[config.mk]
export PLATFORM = sky130hd
export DESIGN_NAME = ebga_ram
export DESIGN_NICKNAME = d
export VERILOG_FILES = /design/src/ebga_ram.sv
export SDC_FILE = /design/constraint.sdc
export NUM_CORES = 1
export LEC_CHECK = 0
export ABC_AREA = 1
export BUFFER_PORTS_ARGS = -buffer_cell sky130_fd_sc_hd__buf_2
export CAP_MARGIN = 30
export CORE_ASPECT_RATIO = 0.7
export CORE_UTILIZATION = 45
export CTS_BUF_LIST = sky130_fd_sc_hd__clkbuf_8
export DETAILED_ROUTE_END_ITERATION = 8
export SYNTH_ARGS = -nofsm -noshare
export SYNTH_HDL_FRONTEND = slang
export SYNTH_SLANG_ARGS = --single-unit
[constraint.sdc]
create_clock -name clk -period 3.5 [get_ports clk]
set_input_delay 0.7 -clock clk [delete_from_list [all_inputs] [get_ports clk]]
set_output_delay 0.7 -clock clk [all_outputs]
set_load 0.05 [all_outputs]
[src/ebga_ram.sv]
module ebga_ram #(
  parameter int WIDTH = 8,
  parameter int DEPTH = 16
) (
  input  logic                     clk,
  input  logic                     we,
  input  logic [$clog2(DEPTH)-1:0] addr,
  input  logic [WIDTH-1:0]         wdata,
  output logic [WIDTH-1:0]         rdata
);

  logic [WIDTH-1:0] mem [DEPTH];
  logic [WIDTH-1:0] rdata_r;

  always_ff @(posedge clk) begin
    if (we) begin
      mem[addr] <= wdata;
    end
    rdata_r <= mem[addr];
  end

  assign rdata = rdata_r;

endmodule

==> summary.md, run 1 <==
| Metric | Value |
|---|---|
| Mean cell area of the mapped netlist | `10.21 um^2` |
| Drc violations | `0` |
| Clk sinks | `136` |
| Worst r2r src | `mem[9][0]` |
| GRT Util Overall | `21.19%` |
| Tmin final | `1.989 ns` |
| Routed wire length | `12110 um` |
| Largest net degree at the start of global routing | `65` |
| Reg2reg setup slack | `2.46 ns` |
| WL/cell | `16.29 um` |
| Post-synthesis register bit count | `136` |
| Number of antenna violations at the first check in global routing | `1` |
| Core Box Area | `0.01189 mm^2` |
| Std-Cell Rows | `33` |
| Worst Path Buf+Inv | `3` |
| Setup bufs post-CTS | `0` |
| WHS Path Cells | `1` |
| First-pass GRT wire length | `19330 um` |
| Total die area | `0.01289 mm^2` |
| Dpl ws | `1.014 ns` |
| Syn nets | `562` |
| IO buf count | `21` |
| Critical path's slowest cell | `nor2_1` |
| Cells along the critical path | `buf_2 -> inv_1 -> nor2_1 -> inv_1 -> nor2_1` |
| Layout net count | `586` |
| Worst Hold End | `mem[5][6]` |
| Fin. max-slew vios | `0` |
| Yosys warnings | `0` |
| Worst Min Path Start | `wdata[6]` |
| Die Ht | `95.28 um` |
| Post-CTS Hold Fix Bufs | `0` |
| Tightest Pin Transition | `0.7677 ns` |
| Commonest cells after routing, fill and taps aside | `nand2_1 (346), edfxtp_1 (128), inv_1 (22)` |
| Hold Path Class | `in2reg` |
| Combined flip-flop and latch cell area | `0.004004 mm^2` |
| Final hold vios | `0` |
| H-Tree Depth | `4` |
| Peak supply drop | `0.3702 mV` |
| Final Skew | `0.007418 ns` |
| Grt ovf | `0` |
| Crit path max-delay family | `simple AND/OR/NAND/NOR gates` |
| Critical path arrival | `2.04 ns` |
| Final setup vio count | `0` |
| Vias in the first global route | `3514` |
| Most common cell after layout, fill and taps aside | `nand2_1` |
| Status | `completed` |
| Unrepaired setup endpoints after global routing | `false` |
| Total CTS buffers | `17` |
| Initial core utilization | `47.03%` |
| Worst EP required | `3.55 ns` |
| Mapped Cells | `548` |
| Vias | `3598` |
| Clock tree buffer depth | `2` |
| Placer Congestion | `0.8584` |
| Sequential area share after synthesis | `71.59%` |
| Drt first pass iters | `4` |
| Routed Antenna Nets | `0` |
| Initial drt markers | `250` |
| TritonCTS clock tree | `done` |
| PwrDens | `540.8 mW/mm^2` |
| Root buffer cell | `clkbuf_8` |
| Max cap viols | `0` |
| IO Count | `22` |
| Cell variety after synth | `11` |
| Mapped Area | `0.005593 mm^2` |
| Share of cells above drive strength 1 | `9.231%` |
| HPWL after DPL | `7683 um` |
| Fillcell total | `1084` |
| Critical R2R Capture | `rdata[0]` |
| Worst-skew pair later-pin latency | `0.42 ns` |
| Startpoint types | `primary input` |
| Clk pin slew, worst setup/hold paths | `0.08 ns` |
| Cell count of the worst reg-to-reg path | `8` |
| Area Growth Syn to Fin | `11.10%` |
| Post-route setup slack | `1.511 ns` |
| Critical path fanouts, max | `9` |
| Slowest stage delay, CP | `0.60 ns` |
| Multi-input logic area | `0.001386 mm^2` |
| Period utilization | `56.82%` |
| Slew HR | `48.63%` |
| Setup_tns | `0 ns` |
| Kind of critical path | `in2reg` |
| P_leak | `2.640 nW` |
| # resized after CTS | `0` |
| Max frequency | `0.5028 GHz` |
| Via density | `4.843` |
| Die width | `135.3 um` |
| CP endpoint kind | `flip-flop` |
[metrics by stage]
stage	hold slack, ns	util (%)	instances	total power, W	instance area (um^2)
6_report	0.7069	52.25	743	0.003360	6213
5_1_grt	0.6976	52.25	743	0.003482	6213
4_1_cts	0.6887	52.23	742	0.003379	6211
3_5_place_dp	0.7314	48.91	710	0.002119	5816
3_3_place_gp	0.7218	48.91	710	0.002117	5816
2_1_floorplan	0.6428	-	548	0.002028	5593
[worst max-delay path by stage]
stage | from | endpoint | slack [ns] | cells past startpoint
detailed placement | addr[2] | mem[5][4] | 1.01 | 5
floorplan | addr[1] | mem[3][0] | 1.42 | 4
CTS | addr[2] | mem[5][1] | 1.47 | 5
global route | addr[2] | mem[5][1] | 1.29 | 5
global placement | addr[2] | mem[5][4] | 1.03 | 5
finish | addr[2] | mem[7][1] | 1.51 | 5
[where the power goes]
group	internal [W]	switching, W	total (W)
logic	0.0000571	0.000196	0.000253
registers	0.00182	0.00000890	0.00183
clock network	0.000692	0.000588	0.00128
[state kept, by name, indices dropped and copies added, names as in the netlist]
register and cells:
mem 128, rdata 8
[cells by family (layout without fill, tap and decap cells)]
| family | after synthesis | after routing | share of synthesized area (%) |
|---|---|---|---|
| flip-flops | 136 | 136 | 71.59 |
| other | 0 | 1 | 0 |
| AND/OR/NAND/NOR | 368 | 368 | 24.79 |
| buffers and inverters | 44 | 81 | 3.624 |
[synthesized netlist by cell type (all sizes together)]
master / number / area share (%)
clkinv: 1 / 0.067
buf: 18 / 1.9
dfxtp: 8 / 2.9
nor2: 18 / 1.2
inv: 22 / 1.5
clkbuf: 3 / 0.20
edfxtp: 128 / 69
nand2: 346 / 23
nand3: 4 / 0.36
[worst reg2reg max path, delay by kind of cell, from the launching register on]
| kind | cells | cell delay (ns) |
|---|---|---|
| and+or+nand+nor | 7 | 0.49 |
| DFF | 1 | 0.38 |
| buffers and inverters | 1 | 0.06 |
[layout make-up]
class | instances | area share [%]
flip-flops and latches | 136 | 64.44
multi-input cells | 368 | 22.31
clock buffers | 17 | 3.766
well taps | 157 | 3.161
clock inverters | 15 | 2.598
repair buffers | 26 | 2.296
inverters | 23 | 1.389
diodes | 1 | 0.04027
[metal layers]
layer | part of all wire, % | track usage (%)
met5 | 0 | 0
met4 | 2.2 | 9.925
met3 | 5.9 | 4.466
met2 | 42 | 30.51
met1 | 49 | 30.74
No activity file was read; power rests on OpenSTA's default activity.
==> run 2: changes to the inputs <==
clock period = 2.1 ns   (was 3.5 ns; I/O delays follow)
==> summary.md, run 2 (synthesis gave the netlist of run 1 again) <==
| Metric | Value |
|---|---|
| Placer Congestion | `0.7985` |
| Reg2reg setup slack | `1.03 ns` |
| Status | `completed` |
| Via density | `4.901` |
| Tightest Pin Transition | `0.4618 ns` |
| Worst setup path end | `rdata[2]` |
| Die width | `135.3 um` |
| Hold Path Class | `in2reg` |
| # resized after CTS | `0` |
| Post-route setup slack | `0.6698 ns` |
| N_diodes | `0` |
| Setup bufs post-CTS | `0` |
| HPWL after DPL | `7835 um` |
| Period utilization | `68.10%` |
| Post-CTS Hold Fix Bufs | `0` |
| Largest net degree at the start of global routing | `33` |
| Max FFs per register | `128` |
| Slowest stage delay, CP | `0.32 ns` |
| Startpoint types | `flip-flop` |
| H-Tree Depth | `4` |
| Critical R2R Capture | `rdata[3]` |
| TritonCTS clock tree | `done` |
| WL/cell | `16.55 um` |
| GRT Util Overall | `21.70%` |
| Root buffer cell | `clkbuf_8` |
| Peak supply drop | `0.5327 mV` |
| Vias in the first global route | `3502` |
| Worst r2r src | `mem[1][3]` |
| Largest Register | `mem` |
| Grt ovf | `0` |
| Cell count of the worst reg-to-reg path | `8` |
| Critical path fanouts, max | `1` |
| CP endpoint kind | `output port` |
| Initial drt markers | `418` |
| Layout net count | `609` |
| Total CTS buffers | `17` |
| P_leak | `2.807 nW` |
| Commonest cells after routing, fill and taps aside | `nand2_1 (346), edfxtp_1 (128), buf_4 (28)` |
| Max frequency | `0.6992 GHz` |
| Critical path's slowest cell | `dfxtp_1` |
| Final setup vio count | `0` |
| Crit path max-delay family | `flip-flops` |
| Clk pin slew, worst setup/hold paths | `0.08 ns` |
| IO buf count | `21` |
| Core Box Area | `0.01189 mm^2` |
| Final Skew | `0.01090 ns` |
| First-pass GRT wire length | `19700 um` |
| Critical path arrival | `1.01 ns` |
| CP startpoint | `rdata[2]` |
| PwrDens | `913.7 mW/mm^2` |
| Clock tree buffer depth | `2` |
| Max cap viols | `0` |
| IO Count | `22` |
| Stages on the worst setup path | `1` |
| Worst EP required | `1.68 ns` |
| Clk sinks | `136` |
| Fin. max-slew vios | `0` |
| Cells along the critical path | `buf_2` |
| Routed Antenna Nets | `0` |
| Number of antenna violations at the first check in global routing | `0` |
| Initial core utilization | `47.03%` |
| Total die area | `0.01289 mm^2` |
| Unrepaired setup endpoints after global routing | `false` |
| Fin util | `54.18%` |
| Share of cells above drive strength 1 | `12.99%` |
| Routed wire length | `12660 um` |
| Drc violations | `0` |
| Std-Cell Rows | `33` |
| Final hold vios | `0` |
| Kind of critical path | `reg2out` |
| Area Growth Syn to Fin | `15.19%` |
| Die Ht | `95.28 um` |
| Tmin final | `1.430 ns` |
| Most common cell after layout, fill and taps aside | `nand2_1` |
| Slew HR | `69.22%` |
| Vias | `3749` |
| Final Power | `0.005887 W` |
| Worst Path Buf+Inv | `1` |
| Setup_tns | `0 ns` |
| Dpl ws | `0.3888 ns` |
| Drt first pass iters | `5` |
| Worst-skew pair later-pin latency | `0.44 ns` |
## run 2: changes by cell type in the layout (fill, tap and decap cells not counted), sizes merged
cell      before  now
buf           26   49
clkinv         8    2
clkbuf        17   22
clkinvlp       4    2
inv           23   25
bufinv         3    4
diode          1    0
## run 2: worst min-delay path by stage
stage	start	endpoint	depth (start not counted)
after global routing	wdata[6]	mem[0][6]	1
after detailed placement	mem[4][2]	rdata[2]	8
after CTS	wdata[6]	mem[0][6]	1
after floorplan	wdata[0]	mem[0][0]	0
final	wdata[6]	mem[0][6]	1
after global placement	mem[2][1]	rdata[1]	8
## run 2: area by class of cell
type,instances,area (um^2)
flip-flops and latches,136,4004
well taps,157,196.4
repair buffers,49,315.3
multi-input cells,368,1386
fillers,1090,5449
clock inverters,10,151.4
clock buffers,22,302.8
inverters,23,86.33
## run 2: through the flow
step,hold WS (ns),area (um^2),instances
floorplan,0.5189,5593,548
global placement,0.6990,5988,733
detailed placement,0.7140,5988,733
CTS,0.4024,6442,765
global route,0.4069,6442,765
finish,0.4111,6442,765
## run 2: metal layers
layer | part of all wire, % | GRT usage [%]
met1 | 51 | 33.79
met2 | 42 | 29.91
met3 | 6.3 | 4.147
met4 | 0.86 | 7.772
met5 | 0 | 0
## run 2: where the power goes
part / switching, W / internal, W / total (W)
Sequential: 0.0000162 / 0.00303 / 0.00305
Clock: 0.000958 / 0.00144 / 0.00240
Combinational: 0.000332 / 0.000109 / 0.000441
