### config.mk
export PLATFORM = sky130hd
export DESIGN_NAME = ebga_div
export DESIGN_NICKNAME = d
export VERILOG_FILES = /design/src/ebga_pkg.sv /design/src/ebga_div.sv
export SDC_FILE = /design/constraint.sdc
export NUM_CORES = 1
export LEC_CHECK = 0
export BUFFER_PORTS_ARGS = -buffer_cell sky130_fd_sc_hd__buf_2
export CAP_MARGIN = 20
export CORE_MARGIN = 8
export CORE_UTILIZATION = 43
export CTS_BUF_LIST = sky130_fd_sc_hd__clkbuf_16
export DETAILED_ROUTE_END_ITERATION = 10
export GPL_TIMING_DRIVEN = 0
export PLACE_DENSITY = 0.68
export SYNTH_ARGS = -nofsm -noshare
export SYNTH_HDL_FRONTEND = slang
export SYNTH_SLANG_ARGS = --single-unit
export TNS_END_PERCENT = 100
### constraint.sdc
create_clock -name clk -period 5.3 [get_ports clk]
set_clock_uncertainty 0.2 [all_clocks]
set_input_delay 0 -clock clk [delete_from_list [all_inputs] [get_ports clk]]
set_output_delay 0 -clock clk [all_outputs]
set_load 0.03 [all_outputs]
### src/ebga_pkg.sv
package ebga_pkg;

  localparam int NODE_COUNT = 1024;
  localparam int ADDR_W     = $clog2(NODE_COUNT);

  // one store row: {sticky saturation, z, y, x}
  localparam int COMP_W  = 64;
  localparam int ROW_W   = 3 * COMP_W + 1;
  localparam int SAT_BIT = 3 * COMP_W;

  // shared divider: 80-bit dividend (Q32.32 magnitude shifted by 16), 32-bit divisor
  localparam int DIV_W   = 80;
  localparam int DEN_W   = 32;
  localparam int DIV_CNT_W = $clog2(DIV_W);

  localparam logic [2:0] OP_CLEAR    = 3'd0;
  localparam logic [2:0] OP_INTERIOR = 3'd1;
  localparam logic [2:0] OP_BEDGE    = 3'd2;
  localparam logic [2:0] OP_BFACE    = 3'd3;
  localparam logic [2:0] OP_FINALIZE = 3'd4;
  localparam logic [2:0] OP_READ     = 3'd5;

  localparam logic [1:0] ST_OK       = 2'd0;
  localparam logic [1:0] ST_ZERO_VOL = 2'd1;
  localparam logic [1:0] ST_SAT      = 2'd2;

  localparam logic [1:0] DIM_3D = 2'd3;

  typedef struct packed {
    logic [2:0]         operation;
    logic [9:0]         node_a;
    logic [9:0]         node_b;
    logic [9:0]         node_c;
    logic signed [31:0] pressure_a;
    logic signed [31:0] pressure_b;
    logic signed [31:0] pressure_c;
    logic signed [31:0] coef_x;
    logic signed [31:0] coef_y;
    logic signed [31:0] coef_z;
    logic [31:0]        volume;
  } in_req_t;

  typedef struct packed {
    logic [9:0]         node_out;
    logic signed [63:0] grad_x;
    logic signed [63:0] grad_y;
    logic signed [63:0] grad_z;
    logic [1:0]         status;
  } out_req_t;

  typedef struct packed {
    logic start;
    logic busy;
    logic done;
  } div_ctl_t;

  function automatic logic [ADDR_W-1:0] node_addr(input logic [9:0] n);
    logic [31:0] r;
    r = 32'(n) % NODE_COUNT;
    return r[ADDR_W-1:0];
  endfunction

endpackage

### src/ebga_div.sv
module ebga_div (
  input  logic                          clk,
  input  logic                          rst_n,
  input  logic                          start,
  input  logic [ebga_pkg::DIV_W-1:0]    dividend,
  input  logic [ebga_pkg::DEN_W-1:0]    divisor,
  output logic                          busy,
  output logic                          done,
  output logic [ebga_pkg::DIV_W-1:0]    quotient
);

  logic                             busy_r;
  logic                             done_r;
  logic [ebga_pkg::DIV_CNT_W-1:0]   cnt_r;
  logic [ebga_pkg::DEN_W-1:0]       rem_r;
  logic [ebga_pkg::DEN_W-1:0]       den_r;
  logic [ebga_pkg::DIV_W-1:0]       quo_r;
  logic [ebga_pkg::DEN_W:0]         rem_sh;
  logic                             fits;

  // restoring division, one quotient bit per cycle
  assign rem_sh = {rem_r, quo_r[ebga_pkg::DIV_W-1]};
  assign fits   = rem_sh >= {1'b0, den_r};

  always_ff @(posedge clk) begin
    if (!rst_n) begin
      busy_r <= 1'b0;
      done_r <= 1'b0;
      cnt_r  <= '0;
    end else begin
      done_r <= 1'b0;
      if (start && !busy_r) begin
        busy_r <= 1'b1;
        cnt_r  <= '0;
        rem_r  <= '0;
        den_r  <= divisor;
        quo_r  <= dividend;
      end else if (busy_r) begin
        rem_r <= fits ? rem_sh[ebga_pkg::DEN_W-1:0] - den_r : rem_sh[ebga_pkg::DEN_W-1:0];
        quo_r <= {quo_r[ebga_pkg::DIV_W-2:0], fits};
        cnt_r <= cnt_r + 1'b1;
        if (cnt_r == ebga_pkg::DIV_CNT_W'(ebga_pkg::DIV_W - 1)) begin
          busy_r <= 1'b0;
          done_r <= 1'b1;
        end
      end
    end
  end

  assign busy     = busy_r;
  assign done     = done_r;
  assign quotient = quo_r;

endmodule

==> impl_metrics.json, run 1 <==
{
  "status": "complete, no violations",
  "dpl_worst_slack_ps": 1870,
  "ir_drop_v": 0.000248,
  "syn_inst": 801,
  "post-route-drc-count": 0,
  "dp.cells": 1232,
  "ios": 197,
  "ys_seq_area_share_pct": 55.7,
  "yosys.area.top_type_share_pct": 53.5,
  "hold_path.class": "in2reg",
  "vias": 6993,
  "power.clock.fraction_pct": 34.1,
  "clkSinkCount": 153,
  "ant_nets": 0,
  "rsz0062_at_grt": "false",
  "grt_overflow": 0,
  "fp.dieH_um": 153,
  "dp_hpwl_mm": 16.0,
  "area_delta_synth_final_pct": 37.5,
  "grt_pass1_wl_mm": 37.7,
  "switching_power_mw": 1.10,
  "synthArstFlopShare_pct": 0,
  "slew_viol_final": 0,
  "leakagePower_nw": 4.98,
  "tritoncts": "yes",
  "ctsRootBufferMaster": "clkbuf_16",
  "syn_nets": 950,
  "synth_edf_count": 144,
  "whs_path_depth": 2,
  "period_needed_ps": 3500,
  "die_w_um": 153,
  "drtIter0Drc": 410,
  "worstReg2RegStart": "quotient[79]",
  "critPathMaxFanout": 4,
  "setup_viol": 0,
  "synth_area_leaders": "edfxtp_1 (53%), nand2_1 (12%), ha_1 (5.1%)",
  "cts.reportedPaths.clkPinSlew_ps": 70,
  "routedWlPerCell_um": 16.9,
  "crit_path_start_kind": "flop",
  "drive_gt1_share_pct": 21.6,
  "grtUsageTotal_pct": 20.0,
  "diodes": 0,
  "layout.cells.non_filler": 1377,
  "synth_top_area_cell": "edfxtp_1",
  "netSwitchingFraction_pct": 30.4,
  "ys.warnings.count": 0,
  "worst-slew-pin-transition_ps": 813,
  "grt_pass1_vias": 7361,
  "firstDrtPassIters": 5,
  "final_cell_mix": "nand2_1 (265), buf_2 (197), edfxtp_1 (144), dlygate4sd3_1 (113), nor2_1 (49)",
  "period_share_pct": 66.1,
  "cap_violations": 0,
  "rr_endpoint": "rem_r[30]",
  "seqPwrFrac_pct": 41.4,
  "ys_types": 56,
  "dieArea_um2": 23400,
  "hold_ws_ps": 79.5,
  "drt_wl_total_mm": 23.3,
  "min_to": "den_r[7]",
  "cts-resized-gates": 0,
  "num_rows": 50,
  "finalHoldViolCount": 0,
  "fin_tns_setup_ps": 0,
  "mostFrequentLayoutCell": "nand2_1",
  "internal-power_mw": 2.53,
  "arrival_ps": 3450,
  "r2r_setup_slack_ps": 1800,
  "fin_ws_ps": 1800,
  "nNetsFinal": 1279,
  "cts.htree.levels": 4,
  "reg2regPathDepth": 12,
  "cp-end-kind": "flop",
  "syn_area_um2": 8090,
  "cp_data_required_time_ps": 5250,
  "coreArea_um2": 18600,
  "slew-limit-headroom_pct": 45.8,
  "postCtsSetupRepairBufs": 0,
  "ctsHoldBuffers": 113,
  "start_util_pct": 43.5,
  "pwr-share-comb_pct": 24.5,
  "io_buffers": 196,
  "cts_buffers": 17,
  "clockBufferDepth": 2,
  "avgSynthCellArea_um2": 10.1,
  "min_from": "divisor[7]",
  "gp_congestion": 0.846,
  "synth_top_flop_cell": "edfxtp_1",
  "ys_ff_latch": 153,
  "clock_latency_ps": 430,
  "fmax_mhz": 286,
  "antenna_found_initial": 0,
  "powerDensity_nw_per_um2": 326,
  "crit_type": "reg2reg",
  "viasPerCell": 5.08,
  "grt_max_degree": 62
}
## cell type report
cell class | count | area, µm²
fill | 1542 | 7460
sequential | 153 | 4500
multi-input combinational | 571 | 3270
timing repair buffer | 310 | 2140
clock buffer | 17 | 425
tap | 234 | 293
buffer | 36 | 170
clock inverter | 15 | 165
inverter | 41 | 154
## metrics by stage
stage	util, %	power, mW	area, µm²
3_5_place_dp	50.6	2.34	9400
2_1_floorplan	-	2.12	8090
3_3_place_gp	50.4	2.33	9360
5_1_grt	59.8	3.79	11100
6_report	59.8	3.63	11100
4_1_cts	59.8	3.65	11100
## flip-flops by register name, indices dropped and copies added, names as in the netlist
signal / flops
cnt_r: 7
rem_r: 32
done: 1
busy: 1
quotient: 80
den_r: 32
## cells in the mapped netlist (4+ instances only)
| cell type | instances |
|---|---|
| mux2i_1 | 28 |
| a21oi_1 | 30 |
| xor2_1 | 10 |
| buf_6 | 4 |
| nand4_1 | 10 |
| o21bai_1 | 6 |
| xnor2_1 | 21 |
| nand2b_1 | 4 |
| clkbuf_1 | 30 |
| nor2_1 | 49 |
| nor2b_1 | 7 |
| edfxtp_1 | 144 |
| nor3_1 | 4 |
| a21o_1 | 17 |
| o21a_1 | 9 |
| nand2_1 | 265 |
| inv_1 | 39 |
| a211oi_1 | 4 |
| ha_1 | 33 |
| dfxtp_1 | 9 |
| o21ai_0 | 16 |
| a31oi_1 | 6 |
| or3_1 | 4 |
| nand3_1 | 8 |
## layer usage
metal / GRT usage (%) / wire, µm / vias up
li1: - / - / 3429
met1: 22.2 / 9260 / 3253
met2: 34.6 / 11500 / 266
met3: 7.25 / 1980 / 45
met4: 7.45 / 608 / 0
met5: 0 / 0 / -
## cells by family (layout without fill, tap and decap cells)
| group | Yosys count | after routing | synth area share (%) |
|---|---|---|---|
| adders and majority gates | 34 | 34 | 5.35 |
| buffers and inverters | 77 | 419 | 4.01 |
| AOI/OAI and AO/OA | 113 | 113 | 9.56 |
| xor gates and xnor gates | 31 | 31 | 3.36 |
| muxes | 28 | 28 | 3.47 |
| DFF | 153 | 153 | 55.7 |
| and+or+nand+nor | 365 | 365 | 18.5 |
## power groups by stage
| stage | logic, mW | registers (mW) | clock network, mW |
|---|---|---|---|
| floorplan | 0.509 | 1.61 | 0 |
| finish | 0.891 | 1.50 | 1.24 |
| detailed placement | 0.819 | 1.52 | 0 |
| global route | 0.981 | 1.51 | 1.30 |
| CTS | 0.885 | 1.50 | 1.26 |
| global placement | 0.798 | 1.53 | 0 |
## worst max-delay path by stage
stage                      start      endpoint  slack [ps]  cells after the start
floorplan                   busy   quotient[0]        1240                      2
global route        quotient[79]     rem_r[30]        1550                     12
detailed placement  quotient[79]     rem_r[30]        1870                     12
global placement            busy  quotient[27]         130                      2
CTS                 quotient[79]     rem_r[30]        1850                     12
finish              quotient[79]     rem_r[30]        1800                     12
## worst max-delay path: stages, from the launching register on
cell and delay [ps]:
edfxtp_1 370, inv_1 100, ha_1 190, fa_1 220, nor2b_1 80, o2111ai_1 310
a31oi_1 160, o21ai_0 460, o21ai_0 200, a2111oi_0 520, a211oi_1 130, xnor2_1 210
o31ai_2 70
Note: power is estimated with default switching activity, not from simulation.
==> inputs of run 2 (changes only) <==
--- a/config.mk
+++ b/config.mk
@@ -5,6 +5,7 @@
 export SDC_FILE = /design/constraint.sdc
 export NUM_CORES = 1
 export LEC_CHECK = 0
+export ABC_AREA = 1
 export BUFFER_PORTS_ARGS = -buffer_cell sky130_fd_sc_hd__buf_2
 export CAP_MARGIN = 20
 export CORE_MARGIN = 8
@@ -12,7 +13,7 @@
 export CTS_BUF_LIST = sky130_fd_sc_hd__clkbuf_16
 export DETAILED_ROUTE_END_ITERATION = 10
 export GPL_TIMING_DRIVEN = 0
-export PLACE_DENSITY = 0.68
+export PLACE_DENSITY = 0.7
 export SYNTH_ARGS = -nofsm -noshare
 export SYNTH_HDL_FRONTEND = slang
 export SYNTH_SLANG_ARGS = --single-unit
==> constraint.sdc (replaced) <==
create_clock -name clk -period 2.9 [get_ports clk]
set_clock_uncertainty 0.2 [all_clocks]
set_input_delay 0 -clock clk [delete_from_list [all_inputs] [get_ports clk]]
set_output_delay 0 -clock clk [all_outputs]
set_load 0.03 [all_outputs]
==> impl_metrics.json, run 2 <==
{
  "critPathMaxFanout": 10,
  "powerDensity_nw_per_um2": 556,
  "mostFrequentLayoutCell": "nand2_1",
  "area_delta_synth_final_pct": 35.4,
  "drt_wl_total_mm": 28.3,
  "gp_congestion": 0.923,
  "synthArstFlopShare_pct": 0,
  "period_share_pct": 93.3,
  "dpl_worst_slack_ps": 169,
  "ys_seq_area_share_pct": 49.4,
  "antenna_found_initial": 0,
  "cp_slowest_cell": "edfxtp_1",
  "routedWlPerCell_um": 15.6,
  "firstDrtPassIters": 8,
  "fp.dieH_um": 162,
  "clockBufferDepth": 2,
  "drive_gt1_share_pct": 17.2,
  "vias": 8757,
  "finalHoldViolCount": 0,
  "crit_path_start_kind": "flop",
  "fmax_mhz": 370,
  "ys.warnings.count": 0,
  "slew-limit-headroom_pct": 56.8,
  "crit_buf_inv": 1,
  "viasPerCell": 4.83,
  "cp-end-kind": "flop",
  "syn_inst": 1190,
  "slew_viol_final": 0,
  "grtUsageTotal_pct": 21.9,
  "post-route-drc-count": 0,
  "ant_nets": 0,
  "fin_ws_ps": 195,
  "synth.most_common_cell": "nand2_1",
  "ys_ff_latch": 153,
  "hold_path.class": "in2reg",
  "wl_met3_mm": 2.53,
  "postCtsSetupRepairBufs": 0,
  "wl_met2_mm": 13.4,
  "leakagePower_nw": 6.28,
  "worst-slew-pin-transition_ps": 649,
  "tritoncts": "yes",
  "status": "complete, no violations",
  "final_cell_mix": "nand2_1 (543), buf_2 (201), inv_1 (172), edfxtp_1 (144)",
  "clock_latency_ps": 430,
  "grt_overflow": 0,
  "critPathTopFamily": "simple AND/OR/NAND/NOR gates",
  "ys_types": 37,
  "ir_drop_v": 0.000395,
  "ctsRootBufferMaster": "clkbuf_16",
  "cts.reportedPaths.clkPinSlew_ps": 70,
  "drtIter0Drc": 620,
  "ios": 197,
  "max_stage_delay_ps": 410,
  "coreArea_um2": 20900,
  "synth_top_area_cell": "edfxtp_1",
  "worstPathCellList": "ha_1 -> nand2_1 -> nor2_2 -> nand2_1 -> nor2_1 -> nand2_1 -> nand2_2 -> nor2_8 -> nand2_8 -> buf_4 -> nand2_1 -> nand2_1 -> nor2_1",
  "rsz0062_at_grt": "false",
  "period_needed_ps": 2710,
  "crit_type": "reg2reg",
  "start_util_pct": 43.6,
  "fillers": 1800,
  "syn_nets": 1339,
  "die_w_um": 162,
  "dp_hpwl_mm": 20.2,
  "diodes": 0,
  "syn_area_um2": 9110,
  "cts.htree.levels": 4,
  "num_rows": 53,
  "avgSynthCellArea_um2": 7.66,
  "dieArea_um2": 26100,
  "synthTopCellsByCount": "nand2_1 (543), inv_1 (172), edfxtp_1 (144), nor2_1 (115), ha_1 (33)",
  "cp_data_required_time_ps": 2880,
  "synth_top_flop_cell": "edfxtp_1",
  "utilization_pct": 59.1,
  "yosys.area.top_type_share_pct": 47.4,
  "io_buffers": 196,
  "top_layer_used": "met4",
  "largest_register_ffs": 80,
  "final_cell_area_um2": 12300,
  "synth_area_leaders": "edfxtp_1 (47%), nand2_1 (22%), inv_1 (7.1%)",
  "cts_buffers": 17,
  "setup_viol": 0,
  "fin_tns_setup_ps": 0,
  "m1WireLength_mm": 11.7,
  "p_total_mw": 6.86,
  "arrival_ps": 2690,
  "place_area_um2": 10600,
  "nNetsFinal": 1673,
  "clkSinkCount": 153,
  "cap_violations": 0,
  "cpMostUsedCell": "nand2_1",
  "grt_max_degree": 31,
  "grt_pass1_wl_mm": 46.0,
  "synth_edf_count": 144,
  "grt_pass1_vias": 8860
}
[run 2: cell count changes in the layout (fill, tap and decap cells not counted), moves of 9 or more]
| cell | previous run | this run |
|---|---|---|
| a21o_1 | 17 | 0 |
| clkbuf_1 | 30 | 21 |
| inv_1 | 40 | 172 |
| mux2i_1 | 28 | 0 |
| nand2_1 | 265 | 543 |
| nand3_1 | 8 | 31 |
| nand3b_1 | 1 | 24 |
| nor2_1 | 49 | 114 |
| o21ai_0 | 16 | 2 |
| xnor2_1 | 21 | 1 |
[run 2: timing repair]
| action | CTS | global route |
|---|---|---|
| endpoints found under the setup margin | 0 | 16 |
| hold buffers | 114 | 0 |
| hold endpoints to repair | 129 | 0 |
| gates resized for setup | 0 | 1 |
[run 2: cell families after synthesis]
| kind of cell | share of synthesized area (%) |
|---|---|
| buffers and inverters | 8.95 |
| adder cells (fa/ha/maj) | 4.75 |
| flip-flops | 49.4 |
| AND/OR/NAND/NOR | 33.7 |
| AO/OA/AOI/OAI | 1.58 |
| XOR/XNOR | 1.63 |
[run 2: metal layers]
layer,up-vias,GRT usage (%)
met5,-,0
met4,0,7.62
met3,43,5.98
met2,447,36.7
met1,3915,26.8
li1,4352,-
[run 2: through the flow]
| step | hold WS [ps] | std cells |
|---|---|---|
| 6_report | 86.0 | 1812 |
| 3_3_place_gp | -22.3 | 1661 |
| 4_1_cts | 73.0 | 1812 |
| 2_1_floorplan | -101 | 1190 |
| 3_5_place_dp | -21.9 | 1666 |
| 5_1_grt | 79.0 | 1812 |
[run 2: path summary, 6_finish.rpt]
kind / cells past startpoint / slack, ps / endpoint / start
worst max-delay path: 13 / 190 / rem_r[24] / rem_r[21]
worst min register to register: 2 / 290 / cnt_r[5] / cnt_r[5]
worst max register to register: 13 / 190 / rem_r[24] / rem_r[21]
worst min-delay path: 2 / 90 / den_r[18] / divisor[18]
[run 2: area by class of cell]
type                       instances  area (µm²)  area share, %
sequential                       153        4510           36.5
multi-input combinational        827        3810           30.9
timing repair buffer             315        2240           18.1
inverter                         180         681           5.52
clock buffer                      17         425           3.45
tap                              275         344           2.79
clock inverter                    15         183           1.48
buffer                            30         148           1.20
[run 2: worst reg2reg max path, cell delays in order, from the launching register on]
cell	delay, ps
edfxtp_1	410
ha_1	400
nand2_1	190
nor2_2	170
nand2_1	80
nor2_1	210
nand2_1	100
nand2_2	120
nor2_8	70
nand2_8	120
buf_4	210
nand2_1	70
nand2_1	60
nor2_1	60
[run 2: report_power, final]
group / leakage, nW / internal (mW) / total, mW / switching (mW)
Combinational: 4.53 / 0.652 / 1.79 / 1.14
Sequential: 1.45 / 2.65 / 2.74 / 0.0913
Clock: 0.299 / 1.31 / 2.33 / 1.02
Total: 6.28 / 4.61 / 6.86 / 2.25
==> inputs of run 3 (changes only) <==
--- a/config.mk
+++ b/config.mk
@@ -9,11 +9,11 @@
 export BUFFER_PORTS_ARGS = -buffer_cell sky130_fd_sc_hd__buf_2
 export CAP_MARGIN = 20
 export CORE_MARGIN = 8
-export CORE_UTILIZATION = 43
+export CORE_UTILIZATION = 45
 export CTS_BUF_LIST = sky130_fd_sc_hd__clkbuf_16
 export DETAILED_ROUTE_END_ITERATION = 10
 export GPL_TIMING_DRIVEN = 0
-export PLACE_DENSITY = 0.7
+export PLACE_DENSITY = 0.73
 export SYNTH_ARGS = -nofsm -noshare
 export SYNTH_HDL_FRONTEND = slang
 export SYNTH_SLANG_ARGS = --single-unit
==> impl_metrics.json, run 3 (synthesis results as in run 2) <==
{
  "status": "complete, no violations",
  "pwr-share-comb_pct": 26.6,
  "period_needed_ps": 2770,
  "crit_start": "rem_r[18]",
  "area_delta_synth_final_pct": 34.9,
  "cts.reportedPaths.clkPinSlew_ps": 80,
  "drt_wl_total_mm": 27.9,
  "internal-power_mw": 4.45,
  "grt_use_met3_pct": 6.92,
  "rsz0062_at_grt": "false",
  "crit_path_start_kind": "flop",
  "crit_type": "reg2reg",
  "whs_path_depth": 2,
  "firstDrtPassIters": 4,
  "post-route-drc-count": 0,
  "start_util_pct": 45.5,
  "num_rows": 52,
  "tritoncts": "yes",
  "period_share_pct": 95.4,
  "mostFrequentLayoutCell": "nand2_1",
  "postCtsSetupRepairBufs": 0,
  "min_from": "divisor[13]",
  "grt_overflow": 0,
  "grt_pass1_wl_mm": 44.6,
  "netSwitchingFraction_pct": 33.9,
  "fin_tns_setup_ps": 0,
  "cpMostUsedCell": "nand2_1",
  "fmax_mhz": 361,
  "fillers": 1699,
  "cp_slowest_cell": "ha_2",
  "vias": 8702,
  "r2r_setup_slack_ps": 130,
  "worstReg2RegStart": "rem_r[18]",
  "clock_latency_ps": 430,
  "critPathMaxFanout": 10,
  "nNetsFinal": 1673,
  "cts.htree.levels": 4,
  "ant_nets": 0,
  "ios": 197,
  "cap_violations": 0,
  "grtUsageTotal_pct": 22.9,
  "worst-slew-pin-transition_ps": 966,
  "reg2regPathDepth": 13,
  "grt_max_degree": 28,
  "arrival_ps": 2750,
  "drive_gt1_share_pct": 17.2,
  "rr_endpoint": "rem_r[24]",
  "grt_util_met2_pct": 38.4,
  "power.clock.fraction_pct": 32.7,
  "min_to": "den_r[13]",
  "top_usage_layer": "met2",
  "antenna_found_initial": 0,
  "layout.cells.non_filler": 1807,
  "met1_usage_pct": 27.2,
  "largest_register_ffs": 80,
  "dp_hpwl_mm": 20.3,
  "worstPathCellList": "ha_2 -> nand2_1 -> nor2_1 -> nand2_1 -> nor2_1 -> nand2_1 -> nand2_2 -> nor2_8 -> nand2_8 -> buf_4 -> nand2_1 -> nand2_1 -> nor2_1",
  "gp_congestion": 0.934,
  "slew-limit-headroom_pct": 35.4,
  "cp_data_required_time_ps": 2880,
  "grt_pass1_vias": 8858,
  "clkSinkCount": 153,
  "slew_viol_final": 0,
  "cp-end-kind": "flop",
  "drtIter0Drc": 541,
  "die_w_um": 158,
  "setup_viol": 0,
  "routedWlPerCell_um": 15.5,
  "seqPwrFrac_pct": 40.7,
  "viasPerCell": 4.82,
  "ir_drop_v": 0.000405,
  "finalHoldViolCount": 0,
  "coreArea_um2": 20000,
  "io_buffers": 196,
  "powerDensity_nw_per_um2": 547,
  "cts_buffers": 17,
  "fp.dieH_um": 158,
  "ctsRootBufferMaster": "clkbuf_16",
  "dieArea_um2": 25100,
  "max_stage_delay_ps": 430,
  "leakagePower_nw": 6.26,
  "hold_path.class": "in2reg",
  "dp.cells": 1661,
  "final_cell_mix": "nand2_1 (543), buf_2 (201), inv_1 (171), edfxtp_1 (144)",
  "clockBufferDepth": 2,
  "switching_power_mw": 2.28
}
run 3: worst max-delay path: cells and delay by family (launching register included):
kind / cells / cell delay (ps)
flip-flops: 1 / 410
buffers and inverters: 1 / 210
AND/OR/NAND/NOR: 11 / 1260
adder cells (fa/ha/maj): 1 / 430
run 3: metal layers:
metal / wire length, µm / up-vias
li1: - / 4350
met1: 11400 / 3894
met2: 13300 / 403
met3: 2530 / 55
met5: 0 / -
met4: 737 / 0
run 3: power by group through the flow:
stage / clock, mW / sequential [mW] / combinational (mW)
floorplan: 0 / 2.94 / 0.984
finish: 2.20 / 2.74 / 1.79
detailed placement: 0 / 2.78 / 1.64
CTS: 2.25 / 2.73 / 1.77
global route: 2.31 / 2.76 / 2.00
global placement: 0 / 2.78 / 1.59
run 3: what timing repair did:
item | CTS | global route
resized for setup | 0 | 1
endpoints found under the hold margin | 123 | 0
hold buffers | 114 | 0
endpoints found under the setup margin | 0 | 14
run 3: worst max-delay path by stage:
stage | end | cells after the start
detailed placement | rem_r[24] | 13
CTS | rem_r[24] | 13
global route | rem_r[24] | 13
finish | rem_r[24] | 13
floorplan | quotient[0] | 3
global placement | quotient[43] | 3
run 3: cell type report:
class / instances / area, µm² / share of cell area [%]
antenna: 1 / 2.50 / 0.0203
clock inverter: 14 / 144 / 1.17
buffer: 30 / 148 / 1.20
timing repair buffer: 315 / 2240 / 18.2
clock buffer: 17 / 425 / 3.46
sequential: 153 / 4510 / 36.7
tap: 270 / 338 / 2.75
inverter: 180 / 681 / 5.53
multi-input combinational: 827 / 3810 / 31.0
run 3: through the flow:
step	setup slack [ps]	instance area, µm²	total power, mW	util (%)	hold WS (ps)
6_report	133	12300	6.73	61.4	83.9
5_1_grt	0.964	12300	7.07	61.4	71.9
4_1_cts	99.2	12300	6.75	61.3	63.4
2_1_floorplan	-172	9140	3.92	-	-101
3_3_place_gp	-950	10500	4.37	52.2	-22.4
3_5_place_dp	133	10600	4.42	52.8	-21.9
